`config.mk`:
```
export PLATFORM = sky130hd
export DESIGN_NAME = postfix_expression_evaluator
export DESIGN_NICKNAME = d
export VERILOG_FILES = /design/src/rtl/pfx_pkg.sv /design/src/rtl/pfx_stack.sv /design/src/rtl/pfx_alu.sv /design/src/rtl/postfix_expression_evaluator.sv
export VERILOG_INCLUDE_DIRS = /design/src /design/src/rtl
export SDC_FILE = /design/constraint.sdc
export NUM_CORES = 1
export LEC_CHECK = 0
export ABC_CLOCK_PERIOD_IN_PS = 7550
export BUFFER_PORTS_ARGS = -buffer_cell sky130_fd_sc_hd__buf_2
export CELL_PAD_IN_SITES_DETAIL_PLACEMENT = 1
export CELL_PAD_IN_SITES_GLOBAL_PLACEMENT = 1
export CORE_ASPECT_RATIO = 1.2
export CORE_MARGIN = 1
export CORE_UTILIZATION = 35
export DETAILED_ROUTE_END_ITERATION = 8
export PLACE_DENSITY_LB_ADDON = 0.3
export SLEW_MARGIN = 20
export SYNTH_ARGS = -nofsm -noshare
export SYNTH_HDL_FRONTEND = slang
export SYNTH_SLANG_ARGS = --single-unit
```
`constraint.sdc`:
```
create_clock -name clk -period 7.55 [get_ports clk]
set_input_delay 1.1325 -clock clk [delete_from_list [all_inputs] [get_ports clk]]
set_output_delay 1.1325 -clock clk [all_outputs]
set_load 0.05 [all_outputs]
```
`src/rtl/postfix_expression_evaluator_defines.svh`:
```
// Assertion macros shared by the postfix expression evaluator RTL.
`ifndef POSTFIX_EXPRESSION_EVALUATOR_DEFINES_SVH
`define POSTFIX_EXPRESSION_EVALUATOR_DEFINES_SVH

// Same-cycle implication, checked on every rising edge outside reset.
`define PFX_ASSERT_NOW(label, ante, cons) \
  label: assert property (@(posedge clk) disable iff (rst) (ante) |-> (cons)) \
    else $error("postfix evaluator assertion failed");

// Next-cycle implication, checked on every rising edge outside reset.
`define PFX_ASSERT_NEXT(label, ante, cons) \
  label: assert property (@(posedge clk) disable iff (rst) (ante) |=> (cons)) \
    else $error("postfix evaluator assertion failed");

`endif

```
`src/rtl/pfx_pkg.sv`:
```
// Types, codes and constants shared by the postfix expression evaluator.
`default_nettype none
package pfx_pkg;

  localparam int WORD_W          = 32;
  localparam int STEP_W          = $clog2(WORD_W + 1);
  localparam int STACK_DEPTH_DEF = 16;

  localparam logic [7:0] CH_ZERO  = 8'h30;
  localparam logic [7:0] CH_NINE  = 8'h39;
  localparam logic [7:0] CH_PLUS  = 8'h2B;
  localparam logic [7:0] CH_MINUS = 8'h2D;
  localparam logic [7:0] CH_STAR  = 8'h2A;
  localparam logic [7:0] CH_SLASH = 8'h2F;

  typedef enum logic [2:0] {
    ST_OK        = 3'd0,
    ST_INVALID   = 3'd1,
    ST_UNDERFLOW = 3'd2,
    ST_OVERFLOW  = 3'd3,
    ST_DIVZERO   = 3'd4
  } status_t;

  typedef enum logic [1:0] {
    OP_ADD,
    OP_SUB,
    OP_MUL,
    OP_DIV
  } alu_op_t;

  typedef enum logic [2:0] {
    AL_IDLE,
    AL_ADDSUB,
    AL_ABS_N,
    AL_ABS_D,
    AL_ITER,
    AL_SIGN
  } alu_state_t;

  typedef enum logic [1:0] {
    S_IDLE,
    S_LOAD,
    S_WAIT,
    S_DONE
  } seq_state_t;

  typedef struct packed {
    logic    start;
    alu_op_t op;
  } alu_req_t;

  typedef struct packed {
    logic              done;
    logic [WORD_W-1:0] res;
  } alu_rsp_t;

endpackage
`default_nettype wire

```
`src/rtl/pfx_stack.sv`:
```
// Operand stack memory with one write port and one registered read port.
`default_nettype none
module pfx_stack #(
  parameter int DEPTH = pfx_pkg::STACK_DEPTH_DEF
) (
  input  logic                                 clk,
  input  logic                                 we,
  input  logic [$clog2(DEPTH)-1:0]             waddr,
  input  logic [pfx_pkg::WORD_W-1:0]           wdata,
  input  logic [$clog2(DEPTH)-1:0]             raddr,
  output logic [pfx_pkg::WORD_W-1:0]           rdata
);
  import pfx_pkg::*;

  logic [WORD_W-1:0] mem [DEPTH];

  always_ff @(posedge clk) begin
    if (we) begin
      mem[waddr] <= wdata;
    end
    rdata <= mem[raddr];
  end

endmodule
`default_nettype wire

```
`src/rtl/pfx_alu.sv`:
```
// Shared arithmetic unit: one adder reused for add, subtract, shift-add multiply and divide.
`default_nettype none
module pfx_alu (
  input  logic                       clk,
  input  logic                       rst,
  input  pfx_pkg::alu_req_t          req,
  input  logic [pfx_pkg::WORD_W-1:0] opnd_a,
  input  logic [pfx_pkg::WORD_W-1:0] opnd_b,
  output pfx_pkg::alu_rsp_t          rsp
);
  import pfx_pkg::*;

  alu_state_t        state;
  alu_state_t        state_next;
  alu_op_t           op_r;
  logic [STEP_W-1:0] cnt;
  logic [WORD_W-1:0] acc;
  logic [WORD_W-1:0] x;
  logic [WORD_W-1:0] y;
  logic              neg;
  logic [WORD_W-1:0] res;
  logic              done;

  logic [WORD_W:0]   add_a;
  logic [WORD_W:0]   add_b;
  logic              add_inv;
  logic [WORD_W:0]   sum;
  logic              last_step;

  assign sum       = add_a + (add_inv ? ~add_b : add_b) + {{WORD_W{1'b0}}, add_inv};
  assign last_step = (cnt == STEP_W'(1));
  assign rsp.done  = done;
  assign rsp.res   = res;

  always_comb begin
    state_next = state;
    unique case (state)
      AL_IDLE: begin
        if (req.start) begin
          unique case (req.op)
            OP_ADD, OP_SUB: state_next = AL_ADDSUB;
            OP_MUL:         state_next = AL_ITER;
            OP_DIV:         state_next = AL_ABS_N;
            default:        state_next = AL_IDLE;
          endcase
        end
      end
      AL_ADDSUB: state_next = AL_IDLE;
      AL_ABS_N:  state_next = AL_ABS_D;
      AL_ABS_D:  state_next = AL_ITER;
      AL_ITER: begin
        if (last_step) begin
          state_next = (op_r == OP_DIV) ? AL_SIGN : AL_IDLE;
        end
      end
      AL_SIGN:   state_next = AL_IDLE;
      default:   state_next = AL_IDLE;
    endcase
  end

  always_comb begin
    add_a   = '0;
    add_b   = '0;
    add_inv = 1'b0;
    unique case (state)
      AL_ADDSUB: begin
        add_a   = {1'b0, x};
        add_b   = {1'b0, y};
        add_inv = (op_r == OP_SUB);
      end
      AL_ABS_N: begin
        add_b   = {1'b0, x};
        add_inv = x[WORD_W-1];
      end
      AL_ABS_D: begin
        add_b   = {1'b0, y};
        add_inv = y[WORD_W-1];
      end
      AL_ITER: begin
        if (op_r == OP_DIV) begin
          add_a   = {acc, x[WORD_W-1]};
          add_b   = {1'b0, y};
          add_inv = 1'b1;
        end else begin
          add_a   = {1'b0, acc};
          add_b   = x[0] ? {1'b0, y} : '0;
        end
      end
      AL_SIGN: begin
        add_b   = {1'b0, x};
        add_inv = neg;
      end
      default: begin
        add_a   = '0;
      end
    endcase
  end

  always_ff @(posedge clk) begin
    if (rst) begin
      state <= AL_IDLE;
      done  <= 1'b0;
    end else begin
      state <= state_next;
      done  <= ((state == AL_ADDSUB) || (state == AL_SIGN) ||
                ((state == AL_ITER) && last_step && (op_r == OP_MUL)));
    end
  end

  always_ff @(posedge clk) begin
    unique case (state)
      AL_IDLE: begin
        if (req.start) begin
          op_r <= req.op;
          x    <= opnd_b;
          y    <= opnd_a;
          neg  <= opnd_a[WORD_W-1] ^ opnd_b[WORD_W-1];
          acc  <= '0;
          cnt  <= STEP_W'(WORD_W);
        end
      end
      AL_ADDSUB: res <= sum[WORD_W-1:0];
      AL_ABS_N:  x   <= sum[WORD_W-1:0];
      AL_ABS_D:  y   <= sum[WORD_W-1:0];
      AL_ITER: begin
        cnt <= cnt - STEP_W'(1);
        if (op_r == OP_DIV) begin
          acc <= sum[WORD_W] ? add_a[WORD_W-1:0] : sum[WORD_W-1:0];
          x   <= {x[WORD_W-2:0], ~sum[WORD_W]};
        end else begin
          acc <= sum[WORD_W-1:0];
          x   <= {1'b0, x[WORD_W-1:1]};
          y   <= {y[WORD_W-2:0], 1'b0};
          if (last_step) begin
            res <= sum[WORD_W-1:0];
          end
        end
      end
      AL_SIGN:   res <= sum[WORD_W-1:0];
      default: begin
        res <= res;
      end
    endcase
  end

endmodule
`default_nettype wire

```
`src/rtl/postfix_expression_evaluator.sv`:
```
// Top level of the postfix expression evaluator: sequencer, stack pointer and result register.
// Each transfer carries one character of a postfix expression; digits are pushed, and the
// operators + - * / pop two values and push the result with 32-bit wrap, division truncating
// toward zero. Every item yields one result with the new top of stack (zero when empty), a
// status code and the final-result flag; an item marked last empties the stack after its
// result. A digit or any error skips the ALU; an operator loads it and waits for its
// result. Multiply and divide run the 32-step shift-add and shift-subtract loop of the
// single shared adder, which handles one bit per cycle. One item is in work at a time, and a
// new item can be taken while the previous result still waits in the output register.
`default_nettype none
`include "postfix_expression_evaluator_defines.svh"
module postfix_expression_evaluator #(
  parameter int STACK_DEPTH = pfx_pkg::STACK_DEPTH_DEF
) (
  input  logic                              clk,
  input  logic                              rst,
  input  logic                              in_valid,
  output logic                              in_ready,
  input  logic [7:0]                        symbol,
  input  logic                              end_of_expr,
  output logic                              out_valid,
  input  logic                              out_ready,
  output logic signed [pfx_pkg::WORD_W-1:0] top_value,
  output logic [2:0]                        status,
  output logic                              final_res
);
  import pfx_pkg::*;

  localparam int               IDX_W   = $clog2(STACK_DEPTH);
  localparam int               CNT_W   = $clog2(STACK_DEPTH + 1);
  localparam logic [CNT_W-1:0] DEPTH_C = CNT_W'(STACK_DEPTH);
  localparam logic [CNT_W-1:0] TWO_C   = CNT_W'(2);

  seq_state_t        state;
  seq_state_t        state_next;
  logic [CNT_W-1:0]  cnt;
  logic [WORD_W-1:0] top_val;
  alu_op_t           cur_op;
  status_t           pend_status;
  logic              pend_last;

  logic              is_digit;
  logic              is_op;
  alu_op_t           dec_op;
  logic [WORD_W-1:0] digit_val;
  logic              go_load;
  logic              accept;
  logic              out_free;

  logic              mem_we;
  logic [IDX_W-1:0]  mem_waddr;
  logic [WORD_W-1:0] mem_wdata;
  logic [IDX_W-1:0]  below_idx;
  logic [CNT_W-1:0]  below_cnt;
  logic [WORD_W-1:0] mem_rdata;

  alu_req_t          alu_req;
  alu_rsp_t          alu_rsp;

  pfx_stack #(
    .DEPTH (STACK_DEPTH)
  ) u_stack (
    .clk   (clk),
    .we    (mem_we),
    .waddr (mem_waddr),
    .wdata (mem_wdata),
    .raddr (below_idx),
    .rdata (mem_rdata)
  );

  pfx_alu u_alu (
    .clk    (clk),
    .rst    (rst),
    .req    (alu_req),
    .opnd_a (top_val),
    .opnd_b (mem_rdata),
    .rsp    (alu_rsp)
  );

  always_comb begin
    is_op  = 1'b1;
    dec_op = OP_ADD;
    case (symbol)
      CH_PLUS:  dec_op = OP_ADD;
      CH_MINUS: dec_op = OP_SUB;
      CH_STAR:  dec_op = OP_MUL;
      CH_SLASH: dec_op = OP_DIV;
      default:  is_op  = 1'b0;
    endcase
  end

  assign is_digit  = (symbol >= CH_ZERO) && (symbol <= CH_NINE);
  assign digit_val = WORD_W'(symbol - CH_ZERO);
  assign below_cnt = cnt - TWO_C;
  assign below_idx = below_cnt[IDX_W-1:0];
  assign go_load   = is_op && (cnt >= TWO_C) && !((dec_op == OP_DIV) && (top_val == '0));
  assign accept    = in_valid && in_ready;
  assign out_free  = !out_valid || out_ready;

  always_comb begin
    state_next = state;
    unique case (state)
      S_IDLE: begin
        if (in_valid) begin
          state_next = go_load ? S_LOAD : S_DONE;
        end
      end
      S_LOAD: state_next = S_WAIT;
      S_WAIT: begin
        if (alu_rsp.done) begin
          state_next = S_DONE;
        end
      end
      S_DONE: begin
        if (out_free) begin
          state_next = S_IDLE;
        end
      end
      default: state_next = S_IDLE;
    endcase
  end

  always_comb begin
    in_ready      = 1'b0;
    mem_we        = 1'b0;
    mem_waddr     = cnt[IDX_W-1:0];
    mem_wdata     = digit_val;
    alu_req.start = 1'b0;
    alu_req.op    = cur_op;
    unique case (state)
      S_IDLE: begin
        in_ready = 1'b1;
        mem_we   = in_valid && is_digit && (cnt != DEPTH_C);
      end
      S_LOAD: alu_req.start = 1'b1;
      S_WAIT: begin
        mem_we    = alu_rsp.done;
        mem_waddr = below_idx;
        mem_wdata = alu_rsp.res;
      end
      default: begin
        in_ready = 1'b0;
      end
    endcase
  end

  always_ff @(posedge clk) begin
    if (rst) begin
      state     <= S_IDLE;
      cnt       <= '0;
      out_valid <= 1'b0;
    end else begin
      state <= state_next;
      if (accept && is_digit && (cnt != DEPTH_C)) begin
        cnt <= cnt + CNT_W'(1);
      end else if ((state == S_WAIT) && alu_rsp.done) begin
        cnt <= cnt - CNT_W'(1);
      end else if ((state == S_DONE) && out_free && pend_last) begin
        cnt <= '0;
      end
      if ((state == S_DONE) && out_free) begin
        out_valid <= 1'b1;
      end else if (out_ready) begin
        out_valid <= 1'b0;
      end
    end
  end

  always_ff @(posedge clk) begin
    if (accept) begin
      pend_last <= end_of_expr;
      cur_op    <= dec_op;
      if (is_digit) begin
        if (cnt == DEPTH_C) begin
          pend_status <= ST_OVERFLOW;
        end else begin
          pend_status <= ST_OK;
          top_val     <= digit_val;
        end
      end else if (is_op) begin
        if (cnt < TWO_C) begin
          pend_status <= ST_UNDERFLOW;
        end else if (!go_load) begin
          pend_status <= ST_DIVZERO;
        end else begin
          pend_status <= ST_OK;
        end
      end else begin
        pend_status <= ST_INVALID;
      end
    end
    if ((state == S_WAIT) && alu_rsp.done) begin
      top_val <= alu_rsp.res;
    end
    if ((state == S_DONE) && out_free) begin
      top_value <= (cnt == '0) ? '0 : top_val;
      status    <= pend_status;
      final_res <= pend_last;
    end
  end

  `PFX_ASSERT_NOW(a_cnt_bound, 1'b1, cnt <= DEPTH_C)
  `PFX_ASSERT_NEXT(a_one_item_in_work, in_valid && in_ready, !in_ready)
  `PFX_ASSERT_NOW(a_alu_done_in_wait, alu_rsp.done, state == S_WAIT)

endmodule
`default_nettype wire

```
### Word level (Yosys, flattened, before mapping)

Memory sizes are Yosys's and may differ from the RTL's. A register that Yosys moved wholly into a read port is not among the register bits.
Index checks and enable logic that the tools add are counted.

* div/mod/pow operators: 0
* reduce and logical (&&, ||, !) cells: 45
* add/subtract/negate cells: 7
* equality and inequality tests: 29
* mux-type cells: 56
* multiply operators: 0
* shift-type cells: 0
* bitwise logic cells: 3
* $lt $le $gt $ge: 4

Operator list (number)
* 32-bit 2-to-1 mux: 15
* 32-bit case mux with 3 select lines: 2
* 32-bit case mux with 2 select lines: 2
* 33-bit 2-to-1 mux: 3
* 33-bit case mux with 3 select lines: 1
* 33-bit case mux with 2 select lines: 1
* 33-bit by 1-bit adder with 33-bit output: 1
* 33-bit adder: 1
* 33-bit inverter: 1
* 8-bit by 6-bit == test with 1-bit output, second input constant: 4
* 32-bit zero test: 1
* 3-bit 2-to-1 mux: 7
* 5-bit 2-to-1 mux: 3
* 2-bit == test, second input constant: 7
* 1-bit logical AND: 14
* 3-bit case mux with 4 select lines: 1
* 6-bit case mux with 2 select lines: 1
* 3-bit AND reduction: 4
* 2-bit 2-to-1 mux: 5
* 2-bit inequality test, second input constant: 5
* 2-bit nonzero test: 5
* 3-bit case mux with 3 select lines: 1
* 3-bit nonzero test: 3
* 8-bit by 6-bit subtractor with 9-bit output, second input constant: 1
* 33 further kinds: 55

* register bits after elaboration: 223
* memories: 1
* memory bits (writable): 512
* ROM bits: 0
* output and inout port bits: 38
* latch bits: 0
* input port bits: 13

Memory list
* u_stack.mem: depth 16, bits a word 32, read ports 1, clocked after memory_dff 1, write ports 1, line pfx_stack.sv:15 `logic [WORD_W-1:0] mem [DEPTH];`

### Logic depth before layout (Yosys ltp)

Gate-level depths: netlist of the first run.

* word-level depth: 10
* gate-level depth with buffers: 20

### Modules after synthesis

A second synthesis of the first run with hierarchy kept.

* cells, all modules: 2206
* area, all modules: 33405.8 sq um

Modules (own cells, without submodules)
* pfx_stack: cells an instance 838, seq. area each 16015.4 sq um, instances 1, area each 19835.3 sq um
* pfx_alu: cells an instance 1027, seq. area each 4194.0 sq um, instances 1, area each 9512.9 sq um
* postfix_expression_evaluator: cells an instance 341, seq. area each 2382.3 sq um, instances 1, area each 4057.6 sq um

### Least setup slack after synthesis of the first run

No wires, ideal clock.

* path type: input-to-reg
* start: in symbol[4]
* end: mem u_stack.mem[13][0], enable pin
* slack: 1.923 ns
* data required time: 7.129 ns
* library setup time: 0.421 ns
* arrival time: 5.205 ns
* stages on the path: 9
* cell sequence: ha_1 or4b_2 a21oi_1 o21ai_0 or2_2 clkbuf_1 nand2_1 nand2_1 nor2_1

* word-level cells in the longest chain between the ends: 7
* elaborated cells between the ends (all ways): 8
* classes of those cells: 2 x order compare; 3 x mux; 3 x reduce/logical

RTL lines
* start: declaration: line postfix_expression_evaluator.sv:19 `input logic [7:0] symbol,`
* 8-bit by 6-bit greater-or-equal comparator with 1-bit output / 8-bit by 6-bit less-or-equal comparator with 1-bit output (equally long branches): line postfix_expression_evaluator.sv:92 `assign is_digit = (symbol >= CH_ZERO) && (symbol <= CH_NINE);`
* 1-bit logical AND (*): line postfix_expression_evaluator.sv:92
* 1-bit logical AND (*) (2 in series): line postfix_expression_evaluator.sv:133 `mem_we = in_valid && is_digit && (cnt != DEPTH_C);`
* 1-bit case mux with 2 select lines (*): line postfix_expression_evaluator.sv:130 `unique case (state)`
* 1-bit 2-to-1 mux (*): line pfx_stack.sv:18 `if (we) begin`
* 1-bit 2-to-1 mux (not written as such) (*): line pfx_stack.sv:19 `mem[waddr] <= wdata;`
* end: declaration: line pfx_stack.sv:15

Mark *: on every way between the ends. The rest lies on a longest branch, timed or not.

### Worst setup path in the final report of the first run

* start: reg u_alu.state[0]
* end: reg u_alu.x[0] (data pin)

* word-level cells in the longest chain between the ends: 10
* elaborated cells between the ends (all ways): 18
* classes of those cells: 2 x add/sub; 5 x eq/ne; 6 x mux; 2 x bitwise; 3 x reduce/logical

RTL lines
* start: declaration: line pfx_alu.sv:13 `alu_state_t state;`
* start signal: assignment: line pfx_alu.sv:104 `state <= state_next;`
* 3-bit by 2-bit == test with 1-bit output (tied with other cells): line pfx_alu.sv:65, pfx_alu.sv:111
* 2-bit OR reduction (no source line)
* 33-bit case mux with 3 select lines: line pfx_alu.sv:65 `unique case (state)`
* 33-bit inverter: line pfx_alu.sv:30 `assign sum = add_a + (add_inv ? ~add_b : add_b) + {{WORD_W{1'b0}}, add_inv};`
* 33-bit 2-to-1 mux: line pfx_alu.sv:30
* 33-bit adder: line pfx_alu.sv:30
* 33-bit by 1-bit adder with 33-bit output: line pfx_alu.sv:30
* 1-bit inverter: line pfx_alu.sv:129 `x <= {x[WORD_W-2:0], ~sum[WORD_W]};`
* 32-bit 2-to-1 mux: line pfx_alu.sv:127 `if (op_r == OP_DIV) begin`
* 32-bit case mux with 3 select lines (*): line pfx_alu.sv:111 `unique case (state)`
* end signal: assignment: line pfx_alu.sv:115 `x <= opnd_b;`
* end signal: assignment: line pfx_alu.sv:129
* end signal: assignment: line pfx_alu.sv:132 `x <= {1'b0, x[WORD_W-1:1]};`
* end: declaration: line pfx_alu.sv:18 `logic [WORD_W-1:0] x;`

Marked as above.
A chain may end at the register's enable or synchronous reset.

==> run metrics, run 1 <==
status=finished, final reports clean; Synth Flop Type=edfxtp_1; Worst Hold Class=flip-flop to flip-flop; final instance area=38830 um2; GPL Wtd Cong=0.8434; total track usage=0.2045; #FFs+latches synth=approximately 770; vias in the first global route=21895; die height=between 300 and 400 um; final number of setup-violating endpoints=0; Worst Hold Depth=0; yosys warns=0; Power Dens Cells=326.9 nW/um2; Reg2Reg Setup Slack=1360 ps; ordered cell list for the critical path=inv_1, o22ai_2, buf_4, a22oi_1, xnor2_1, fa_1, a21o_1, a221oi_2, and4b_1, o21a_4, a211oi_2, o2111ai_2, mux2_2, o211ai_1, a221oi_1; CTS Sinks=767; Post-synth ARST share=0; # port buffers=50; TNS Setup=0 ps; number of nets with antenna violations after routing=0; first-pass GRT wire length=148600 um; Pre-antenna DRT Iters=7; GRT overflow=0; DP Area=35980 um2; synth unique cells=a little under 80; fin crit share=0.8200; via density per instance=5.719; area grow syn2layout=14.05%; cts bufs inserted=83; critical path class=flip-flop to flip-flop; CTS H-Tree Depth=3; CP max-delay cell=o22ai_2; DRC errors left=0; initial antenna violation count=11; CP Capture Type=flip-flop; worst skew pair latency=650 ps; MaxCap Viol Count=0; clk root buf=clkbuf_16; Min Hold Slack=433.5 ps; placed cell count=between 3000 and 4000; synthesized netlist cell count=2280; IO Pins=a little over 50; NumNets Final=between 2000 and 2500; Mapped Area=roughly 34000 um2; critical path data required time=8000 ps; CP bufs+invs=2; Longest Clk Path Bufs=3; Top delay family on crit path=compound AO/OA/AOI/OAI gates; Largest stage delay, worst path=960 ps; Total Wirelength=between 100000 and 150000 um; CTS Hold Bufs=0; hpwl dp=between 60000 and 70000 um; r2r worst-path depth=15; Setup Buffers After CTS=0; upper clock frequency limit=161.5 MHz; Post-Route Skew=26.63 ps; initial core utilization=0.3550; drt wl/cell=27.67 um; crit start category=flip-flop; Row Count=between 100 and 150; headroom to the max-slew limit=0.2585; post-cts resize count=0; Clock Pin Slew Worst Setup and Hold Paths=around 60 ps; drt initial violations=1955; EDFF count, synth=723; CTS tree=built; critical path depth in cells=15; worst-margin pin slew=between 1000 and 1500 ps; largest net degree at the start of global routing=~110; Core ar.=95880 um2; Leak=12.92 nW; RSZ-0062 raised after global routing=false; worst-path fanout max=31; Die ar.=98520 um2; sequential share of the synthesized area=0.6636; vias post-DR=20907; syn_nets=2339; Slew Limit Fails=0; share of cells above drive strength 1=0.1918; Final Hold Viols=0; fin cells=3656; minimum clock period=6191 ps; Avg Synthesized Cell Area=14.93 um2; fill count=slightly below 10000; VDD IR-drop max=around 0.00015 V; critical path arrival=around 6600 ps; Die X=286.7 um
==> routing by layer <==
metal / wire, um / vias to the layer above / global-route usage / part of all wire
li1: - / 9068 / - / -
met1: 41700 / 11043 / 0.2669 / 0.41
met2: 50210 / 626 / 0.3453 / 0.50
met3: 5860 / 160 / 0.02958 / 0.058
met4: 3306 / 10 / 0.07553 / 0.033
met5: 64 / - / 0 / 0.00063
==> stage by stage <==
step	util	total power, mW	setup WS (ps)
finish	0.4049	12.69	1359
global route	0.4049	13.13	1019
CTS	0.4046	12.74	1395
detailed placement	0.3752	8.496	1423
global placement	0.3752	8.399	1668
floorplan	-	7.431	1923
==> cell families after synthesis <==
logic type / count (synthesis) / share of synthesized area
muxes: 200 / 0.1178
and+or+nand+nor: 513 / 0.06891
buffers and inverters: 178 / 0.02007
AOI/OAI and AO/OA: 509 / 0.09519
DFF: 767 / 0.6636
xor gates and xnor gates: 67 / 0.01724
adders and majority gates: 46 / 0.01713
==> layout by cell type, fill, tap and decap left out, types with 54 or more instances in the layout <==
master | synthesis | routed
nand3_1 | 73 | 73
a21oi_1 | 110 | 109
buf_4 | 0 | 55
a22oi_1 | 61 | 61
a21o_1 | 71 | 71
o21ai_0 | 145 | 143
clkbuf_16 | 0 | 85
xnor2_1 | 54 | 54
edfxtp_1 | 723 | 723
mux4_2 | 160 | 160
nand2_1 | 245 | 244
==> flip-flops by register name, indices dropped and copies added (netlist names), 3 cells and up <==
register / flops
u_alu.acc: 32
top_value: 32
u_alu.x: 32
u_alu.y: 32
u_alu.state: 3
u_alu.cnt: 6
pend_status: 3
status: 3
u_alu.res: 32
u_stack.rdata: 32
cnt: 5
top_val: 32
u_stack.mem: 512
==> worst register-to-register path, stage by stage (launching register included) <==
cell	delay [ps]
dfxtp_1	740
inv_1	450
o22ai_2	960
buf_4	290
a22oi_1	90
xnor2_1	210
fa_1	450
a21o_1	200
a221oi_2	400
and4b_1	310
o21a_4	190
a211oi_2	120
o2111ai_2	300
mux2_2	780
o211ai_1	230
a221oi_1	310
==> Yosys cell counts, types with 6 or more instances <==
master    number  share of area
nand4_1        9         0.0017
a22oi_1       61          0.013
mux2_2         6         0.0020
a21o_1        71          0.016
nor3_1        16         0.0024
nand2_1      245          0.027
nor2b_1       41         0.0075
clkbuf_1     111          0.012
buf_2         12         0.0018
nor4_1        17         0.0031
inv_1         30         0.0033
a31oi_1       10         0.0018
mux2i_1       34          0.010
mux4_2       160           0.11
and3_1         7         0.0013
o21a_1        10         0.0022
xor2_1        13         0.0033
o21ai_0      145          0.021
o22ai_1       34         0.0062
xnor2_1       54          0.014
edfxtp_1     723           0.64
ha_1          45          0.017
buf_1         24         0.0026
nor2_1        70         0.0077
dfxtp_1       44          0.026
nor3b_1        7         0.0015
nand3_1       73          0.011
a21oi_1      110          0.016
==> power breakdown <==
part	switching, mW	internal [mW]
combinational	1.92	0.821
sequential	0.344	5.37
clock	1.72	2.52
total	3.98	8.71
==> worst paths after layout <==
check | start | end
hold / removal | pend_status[2] | status[2]
setup / recovery | u_alu.state[0] | u_alu.x[0]
hold reg to reg | pend_status[2] | status[2]
setup reg to reg | u_alu.state[0] | u_alu.x[0]
==> area by class of cell <==
type                       count  area [um2]  area share
tap                         1260        1577     0.04060
clock buffer                 108        2283     0.05881
clock inverter                46       539.3     0.01389
inverter                      31       116.4    0.002997
sequential                   767       22600      0.5821
antenna                        3       7.507   0.0001934
multi-input combinational   1335       11020      0.2838
timing repair buffer         106       683.2     0.01760
No activity file was read; power rests on OpenSTA's default activity.
==> run 2, diff against run 1 <==
Settings changed: ABC_CLOCK_PERIOD_IN_PS 7550 to 5800.
Clock period 7.55 ns to 5.8 ns, I/O delays scaled along.
==> run 2 against run 1 <==
Global-route usage decreased by 0.18 points. Design area about the same. Clock skew decreased by 5.6 ps. Critical path depth increased by 1. Largest power group unchanged. Worst setup slack got worse by 800 ps. Hold slack got worse by 13 ps. Largest cell class unchanged. Combinational power increased by 33%.
==> run metrics, run 2 (synthesized netlist as in run 1, its figures left out) <==
vias in the first global route=roughly 22000; worst-path fanout max=25; CP Capture Type=flip-flop; VDD IR-drop max=0.0002499 V; RSZ-0062 raised after global routing=false; area grow syn2layout=14.04%; M3 GR Usage=0.02248; Post-Route Skew=21.04 ps; headroom to the max-slew limit=0.2109; number of nets with antenna violations after routing=0; CTS tree=built; crit start category=flip-flop; commonest non-fill, non-tap cell in the layout=edfxtp_1; critical path arrival=5590 ps; worst skew pair latency=~630 ps; critical path data required time=6150 ps; GPL Wtd Cong=0.8644; first-pass GRT wire length=147700 um; Tot Pwr=16.06 mW; Setup Buffers After CTS=0; fin crit share=0.9035; area of the multi-input gates=11020 um2; CTS Hold Bufs=0; Core ar.=95880 um2; largest net degree at the start of global routing=93; vias post-DR=20724; Clock Pin Slew Worst Setup and Hold Paths=around 60 ps; initial antenna violation count=10; drt initial violations=1693; drt wl/cell=27.13 um; Longest Clk Path Bufs=3; clk root buf=clkbuf_16; die height=343.6 um; Pre-antenna DRT Iters=5; initial core utilization=0.3550; TNS Setup=0 ps; IO Pins=51; Die X=between 200 and 300 um; fill count=9658; share of cells above drive strength 1=0.1929; critical path class=flip-flop to flip-flop; worst-margin pin slew=1175 ps; most frequent cells in the layout=723 x edfxtp_1, 244 x nand2_1, 160 x mux4_2; DRC errors left=0; storage element area=about 23000 um2; Worst Hold Class=input port to flip-flop; gr busiest metal=met2; post-cts resize count=0; total track usage=0.2027; cts bufs inserted=80; GR Layer Usage met1=0.2670; GRT overflow=0; Row Count=between 100 and 150; via density per instance=5.658; Largest register FFs=512; GRT met2 Usage=0.3428; status=finished, final reports clean; minimum clock period=between 5000 and 6000 ps; NumNets Final=2394; upper clock frequency limit=190.8 MHz; Power Dens Cells=413.6 nW/um2; CTS Sinks=767; Leak=approximately 13 nW; Slew Limit Fails=0; # port buffers=50; hpwl dp=between 60000 and 70000 um; final number of setup-violating endpoints=0; Die ar.=around 99000 um2; Most flops, register=u_stack.mem; MaxCap Viol Count=0; Total Wirelength=just under 100000 um; CTS H-Tree Depth=3; Final Hold Viols=0
[run 2: critical path, cell delays in order (launching register included)]
cell and delay (ps):
dfxtp_1 790, nor2_2 160, a221oi_1 560, a21o_1 250, a21o_1 180, inv_1 90, fa_1 460, a21o_1 200
a221oi_2 390, and4b_1 300, o21a_4 180, a211oi_2 140, o2111ai_2 300, mux2_2 460, buf_4 270, nand3_1 140
a21oi_1 80
[run 2: layout make-up]
cell class,instances,share of cell area
diodes,3,0.0001934
clock buffers,109,0.05647
clock inverters,38,0.008927
inverters,31,0.002997
multi-input cells,1335,0.2838
flip-flops and latches,767,0.5822
well taps,1260,0.04061
repair buffers,120,0.02482
[run 2: per-stage QoR]
step | setup slack, ps | instances | cell area, um2 | utilization | hold slack, ps
finish | 559.8 | 3663 | 38820 | 0.4049 | 420.5
global route | 267.2 | 3660 | 38810 | 0.4048 | 393.2
global placement | 704.4 | 3513 | 36260 | 0.3781 | 406.7
floorplan | 435.9 | 2280 | 34040 | - | 400.3
CTS | 581.9 | 3660 | 38790 | 0.4046 | 375.3
detailed placement | 563.3 | 3513 | 36260 | 0.3781 | 409.0
[run 2: final timing paths]
check / from / endpoint / slack [ps] / depth (start not counted)
setup / recovery: u_alu.state[0] / u_alu.acc[9] / 560 / 16
hold reg to reg: pend_status[0] / status[0] / 420 / 0
setup reg to reg: u_alu.state[0] / u_alu.acc[9] / 560 / 16
hold / removal: end_of_expr / pend_last / 420 / 1
[run 2: per-layer routing]
| metal | part of all wire | up-vias | wire length [um] |
|---|---|---|---|
| met2 | 0.50 | 568 | 49460 |
| li1 | - | 9063 | - |
| met1 | 0.42 | 10973 | 41700 |
| met4 | 0.035 | 0 | 3507 |
| met5 | 0 | - | 0 |
| met3 | 0.047 | 120 | 4717 |
[run 2: where the power goes]
group	internal (mW)	total [mW]	switching, mW
logic	1.10	3.64	2.54
clock network	2.88	5.00	2.12
registers	6.99	7.42	0.426
